### config.mk
export PLATFORM = sky130hd
export DESIGN_NAME = mtdxf_tap_addr
export DESIGN_NICKNAME = d
export VERILOG_FILES = /design/src/rtl/core/mtdxf_pkg.sv /design/src/rtl/core/mtdxf_tap_addr.sv
export SDC_FILE = /design/constraint.sdc
export NUM_CORES = 1
export LEC_CHECK = 0
export CORE_UTILIZATION = 61
export DETAILED_ROUTE_END_ITERATION = 12
export DONT_BUFFER_PORTS = 1
export PLACE_DENSITY = 0.76
export RECOVER_POWER = 25
export SLEW_MARGIN = 0
export SYNTH_ARGS = -nofsm -noshare
export SYNTH_HDL_FRONTEND = slang
export SYNTH_SLANG_ARGS = --single-unit
export TNS_END_PERCENT = 20
### constraint.sdc
create_clock -name vclk -period 4.1
set_clock_uncertainty 0.2 [all_clocks]
set_input_delay 0.205 -clock vclk [all_inputs]
set_output_delay 0.205 -clock vclk [all_outputs]
set_load 0.01 [all_outputs]
### src/rtl/core/mtdxf_pkg.sv
// Shared constants and types for the multi-tap delay send with crossfade.
// No dependencies; every other file in rtl/core except mtdxf_ram imports this package.
`timescale 1ns / 1ps

package mtdxf_pkg;

    // Default sizes handed to the top-level parameters.
    localparam int RING_LENGTH_DEF = 4096;
    localparam int TAP_COUNT_DEF   = 4;

    // Fixed field widths.
    localparam int SAMPLE_W    = 16;
    localparam int DELAY_W     = 12;
    localparam int GAIN_W      = 16;
    localparam int SEND_W      = 18;
    localparam int BLEND_W     = 11;
    localparam int CFG_INDEX_W = 4;
    localparam int CFG_DATA_W  = 28;

    // Tap register layout.
    localparam int GAIN_LSB = 12;

    // Blend arithmetic.
    localparam logic [BLEND_W-1:0] BLEND_ONE = 11'd1024;
    localparam int BLEND_SHIFT = 10;

    // Rounding of the crossfade result and reciprocal precision for the delay wrap.
    localparam int ROUND_SHIFT = 24;
    localparam int RECIP_SHIFT = 24;

    // Saturation limits of the send output.
    localparam int SEND_MAX = 131071;
    localparam int SEND_MIN = -131072;

    // Request from the sequencer to the crossfade unit.
    typedef struct packed {
        logic               start;
        logic [BLEND_W-1:0] used;
    } mix_req_t;

    // Answer from the crossfade unit.
    typedef struct packed {
        logic                     done;
        logic signed [SEND_W-1:0] send;
    } mix_res_t;

endpackage

### src/rtl/core/mtdxf_tap_addr.sv
// Turns one tap register into a ring address, a gain and a written flag.
// Depends on mtdxf_pkg for the tap layout and the reciprocal precision.
`timescale 1ns / 1ps

module mtdxf_tap_addr #(
    parameter int RING_LENGTH = mtdxf_pkg::RING_LENGTH_DEF
) (
    input  logic [mtdxf_pkg::CFG_DATA_W-1:0]    tap,
    input  logic [$clog2(RING_LENGTH)-1:0]      wp,
    input  logic                                wrapped,
    output logic [$clog2(RING_LENGTH)-1:0]      addr,
    output logic signed [mtdxf_pkg::GAIN_W-1:0] gain,
    output logic                                written
);

    import mtdxf_pkg::*;

    localparam int AW     = $clog2(RING_LENGTH);
    localparam int RW     = AW + 1;
    localparam int QP_W   = DELAY_W + RECIP_SHIFT;
    localparam int RECIP  = (1 << RECIP_SHIFT) / RING_LENGTH;

    logic [DELAY_W-1:0] delay;
    logic [QP_W-1:0]    qprod;
    logic [DELAY_W-1:0] quot;
    logic [31:0]        rem0;
    logic [RW-1:0]      dmod;
    logic [RW-1:0]      wp_ext;
    logic [RW-1:0]      diff;

    assign delay = tap[DELAY_W-1:0];
    assign gain  = signed'(tap[GAIN_LSB +: GAIN_W]);

    // Delay modulo the ring length: reciprocal estimate, low by at most one,
    // then a single corrective subtract.
    always_comb
    begin
        qprod = QP_W'(delay) * QP_W'(RECIP);
        quot  = DELAY_W'(qprod >> RECIP_SHIFT);
        rem0  = 32'(delay) - 32'(quot) * 32'(RING_LENGTH);
        if (rem0 >= 32'(RING_LENGTH))
        begin
            dmod = RW'(rem0 - 32'(RING_LENGTH));
        end
        else
        begin
            dmod = RW'(rem0);
        end
    end

    // Step back from the write position, wrapping below zero.
    always_comb
    begin
        wp_ext = {1'b0, wp};
        if (wp_ext >= dmod)
        begin
            diff = wp_ext - dmod;
        end
        else
        begin
            diff = wp_ext + RW'(RING_LENGTH) - dmod;
        end
    end

    assign addr = diff[AW-1:0];

    // Entries past the fill point have never been written; they are read as zero.
    assign written = wrapped || (addr <= wp);

endmodule

## After elaboration in Yosys (flattened, before gate mapping)

Index checks and enable logic that the tools add are counted.
W data, S select, Z words.

| storage, ports and cells | value |
|---|---|
| register bits | 0 |
| word-level logic and storage cells | 10 |
| bits of input ports | 41 |
| output and inout bits | 29 |

| cells by class | value |
|---|---|
| $add $sub $neg | 4 |
| order comparisons | 3 |
| mux-type cells | 2 |
| reductions and logical operators | 1 |

Operator list:

| kind | number |
|---|---|
| $sub A12 B12 Y12 | 2 |
| $ge A12 B13 Y1 | 1 |
| $ge A12 B13 Y1 const B | 1 |
| $mux W13 | 1 |
| $sub A12 B13 Y13 const B | 1 |
| $add A12 B1 Y12 const B | 1 |
| $le A12 B12 Y1 | 1 |
| $mux W12 | 1 |
| $logic_or A1 B1 Y1 | 1 |

## Depth between registers and ports, before layout

| depth | value |
|---|---|
| word-level depth | 6 |
| mapped depth | 14 |
| depth with buffers taken out | 14 |

## Worst setup path after synthesis

OpenSTA, ideal clock, no wires.

| timing | value |
|---|---|
| path kind | input to output |
| from | input wp[0] |
| to | output written |
| data required time | 3.695 ns |
| data arrival time | 3.046 ns |
| stages | 14 |
| setup slack | 0.649 ns |
| buffers on the path | 0 |
| cells stage by stage | inv_1 ha_1 inv_1 fa_1 a211oi_2 nor3_1 or4_1 a21oi_2 xnor2_1 ha_1 nand4_1 a211oi_1 a2111oi_0 or3_1 |

| between the ends | value |
|---|---|
| longest elaborated chain between the ends | 5 |
| elaborated cells on any way between the ends | 7 |
| those cells by class | add/sub: 3; order compare: 2; mux: 1; reduce/logical: 1 |

Ends and longest elaborated chain:

| element | RTL line | RTL |
|---|---|---|
| start, declared | mtdxf_tap_addr.sv:9 | `input logic [$clog2(RING_LENGTH)-1:0] wp,` |
| $add A12 B1 Y12 | mtdxf_tap_addr.sv:61 | `diff = wp_ext + RW'(RING_LENGTH) - dmod;` |
| $sub A12 B12 Y12 | mtdxf_tap_addr.sv:61 |  |
| $mux W12 (*) | mtdxf_tap_addr.sv:55 | `if (wp_ext >= dmod)` |
| via addr[10] | mtdxf_tap_addr.sv:11 | `output logic [$clog2(RING_LENGTH)-1:0] addr,` |
| $le A12 B12 Y1 (*) | mtdxf_tap_addr.sv:68 | `assign written = wrapped \|\| (addr <= wp);` |
| $logic_or A1 B1 Y1 (*) | mtdxf_tap_addr.sv:68 |  |
| end, declared | mtdxf_tap_addr.sv:13 | `output logic written` |

The timed path passes the listed nets; every way through them passes the cells marked *.

## Final worst setup path

Same ends and word-level chain as after synthesis.

==> summary.md <==
The flow ran to the end, and the final reports show no timing, DRC or antenna violations. The max-slew violation count is 0, and the pin count of the biggest net entering global routing is 7. The run gives 97.35 µW as the switching power summed over all nets.

For the worst-case hold slack, the log shows 0.2100 ns. The synthesized area divided by synthesized cell count came out at 7.223 µm². In this run the remaining antenna-violating nets after routing total 0. The via-per-instance ratio works out to 6.191.

The final number of setup-violating endpoints was 0. Counting the fill cells in the layout gives 134. The maximum fanout along the worst path is 3, and the power share of the clock group is 0%. Clock buffers in the final layout number 0. In this run the static leakage power is 0.0004569 µW. The upper clock frequency limit is 0.2751 GHz. The share of post-route cells with drive strength above 1 came out at 2.586%. Data arrives at the worst endpoint at 3.23 ns.

The number of nets at the end of the flow came out at 183. The post-route DRC violation count was 0. Post-synthesis sequential area ratio: 0%.

Port buffering added 0 buffers. Per report_power, the sequential group accounts for 0% of the total. The estimated wirelength of the detail-placed design came out at 1701 µm.

In this run the worst setup path terminates at written. Overall power consumption after layout is estimated at 163.9 µW. For the final routed database, the setup TNS stands at 0 ns. Compared with the post-synthesis result, the final layout area differs by -10.63%. After layout, the minimum clock period comes to 3.635 ns. IR analysis of the VDD net gives a maximum drop of 88.72 µV. The site row count came out at 13. The final route contains 811 vias. The worst setup path is launched from an input pin. Dividing the detail-routed wire length by the instance count gives 14.36 µm. Summing all multi-input logic gate instances after layout gives 739.5 µm².

Max-cap violations in this run came to 0. Once layout is complete, the utilization of the core stands at 61.63%. Leaving out fill and tap cells, the most frequent cell in the layout is inv_1. Setup repair after global routing left no endpoint under its margin.

Measured against its own limit, the worst slew margin works out to 74.78%. The first global-routing pass estimated 3084 µm of wire. From left edge to right edge, the die measures 41.54 µm. The I/O pin total was 70. The die covers 1725 µm².

The path class of the tightest hold or removal check is input pin to output pin. Once the floorplan was initialized, standard cells occupied 68.96% of the core. The vertical die dimension was 41.54 µm; the post-synthesis net count was 197. The total routing usage reported by global routing is 21.40%, and the number of sequential cells in the layout is 0.

The first TritonRoute pass finished after 4 iterations. The tools report the total count of hold-check failures in the final report as 0. The top cell types in the final layout, fill and taps aside, are inv_1, ha_1, a21oi_1, nor2_1. Net switching is 59.41% of the power.

The tools report the endpoint type of the worst setup path as an output pin. The total of cells resized after clock tree synthesis came out at 0. The logs give 26 for the DRC violation total after the first TritonRoute iteration and 953.4 µm² for the cell area after synthesis. The internal power of the cells totals 66.52 µW. The run gives 0 as the antenna diode count. The critical path class was input pin to output pin. The floorplan step defined a core boundary enclosing 1383 µm². The initial antenna violation count was 0. For this run, the number of Yosys warnings is 0.

Post-CTS timing repair inserted 0 buffers for setup. Counting distinct cell types in the post-synthesis netlist gives 31. The tools report the final cell area excluding filler cells as 852.1 µm². For the worst setup path, the data required time is 3.69 ns. Post-route clock period utilization: 88.67%.

The quantity of hold-fixing buffers added after cts is 0, and the combinational share of power is 100.0%. At the end of routability-driven placement, the weighted congestion stood at 0.8326. The tools report the area taken by flip-flops and latches as 0 µm². The tools report the total placed instance area as 852.1 µm². The cell count after synthesis came out at 132. The number of global-route vias before repair was 778; the leftover overflow at the end of global routing was 0. At the pin with the least slew margin, the transition time is 0.3756 ns. The cell area power density is 192.3 nW/µm², and the total wire length is 1881 µm.

Tracing the worst setup path back leads to its startpoint at wp[0].
## metal layers
metal  global-route usage (%)  share of wire (%)  up-vias
met5                        0                  0        -
met4                    7.742                3.3        0
met3                   0.4348                6.1       20
met2                    40.31                 48       29
met1                    25.39                 42      352
li1                         -                  -      410
## kinds of logic after synthesis
family / synth area share [%]
AND/OR/NAND/NOR: 14.04
XOR/XNOR: 9.186
adder cells (fa/ha/maj): 32.28
AO/OA/AOI/OAI: 22.05
buffers and inverters: 22.44
## synth_stat cells, types with 2 or more instances
cell type / n / area share, %
ha_1: 23 / 30
or3_1: 2 / 1.3
nand4_1: 3 / 2.0
o21a_1: 3 / 2.4
xnor2_1: 5 / 4.6
nor2_1: 7 / 2.8
inv_1: 25 / 9.8
a211oi_1: 3 / 2.4
a21o_1: 2 / 1.6
nand2_1: 5 / 2.0
xor2_1: 5 / 4.6
nor3_1: 2 / 1.0
nand3_1: 3 / 1.6
o21ai_0: 4 / 2.1
nor2b_1: 3 / 2.0
buf_4: 16 / 13
a21oi_1: 7 / 3.7
## critical path: stages
cell	delay, ns
inv_1	0.03
ha_1	0.16
inv_1	0.06
fa_1	0.43
a211oi_2	0.23
nor3_1	0.08
or4_1	0.52
a21oi_2	0.16
xnor2_1	0.14
ha_1	0.35
nand4_1	0.13
a211oi_1	0.23
a2111oi_0	0.08
or3_1	0.40
## worst min path at each step
stage	start	endpoint	slack (ns)	cells past startpoint
2_1_floorplan	tap[12]	gain[0]	0.30	1
3_3_place_gp	tap[25]	gain[13]	0.21	0
3_5_place_dp	tap[25]	gain[13]	0.21	0
4_1_cts	tap[25]	gain[13]	0.21	0
5_1_grt	tap[25]	gain[13]	0.21	0
6_report	tap[25]	gain[13]	0.21	0
## area by class of cell
| cell class | count | share of cell area, % |
|---|---|---|
| tap | 15 | 2.203 |
| inverter | 25 | 11.01 |
| multi-input combinational | 91 | 86.78 |
## through the flow
| step | cells | setup WS, ns |
|---|---|---|
| floorplan | 132 | 0.6492 |
| global placement | 131 | 0.5220 |
| detailed placement | 131 | 0.4548 |
| CTS | 131 | 0.4398 |
| global route | 131 | 0.2019 |
| finish | 131 | 0.4645 |
## power by group through the flow
stage	clock [µW]	sequential (µW)	combinational, µW
final	0	0	164
after global placement	0	0	160
after floorplan	0	0	150
after detailed placement	0	0	164
after global routing	0	0	186
after CTS	0	0	165
(Power assumes the default switching activity.)
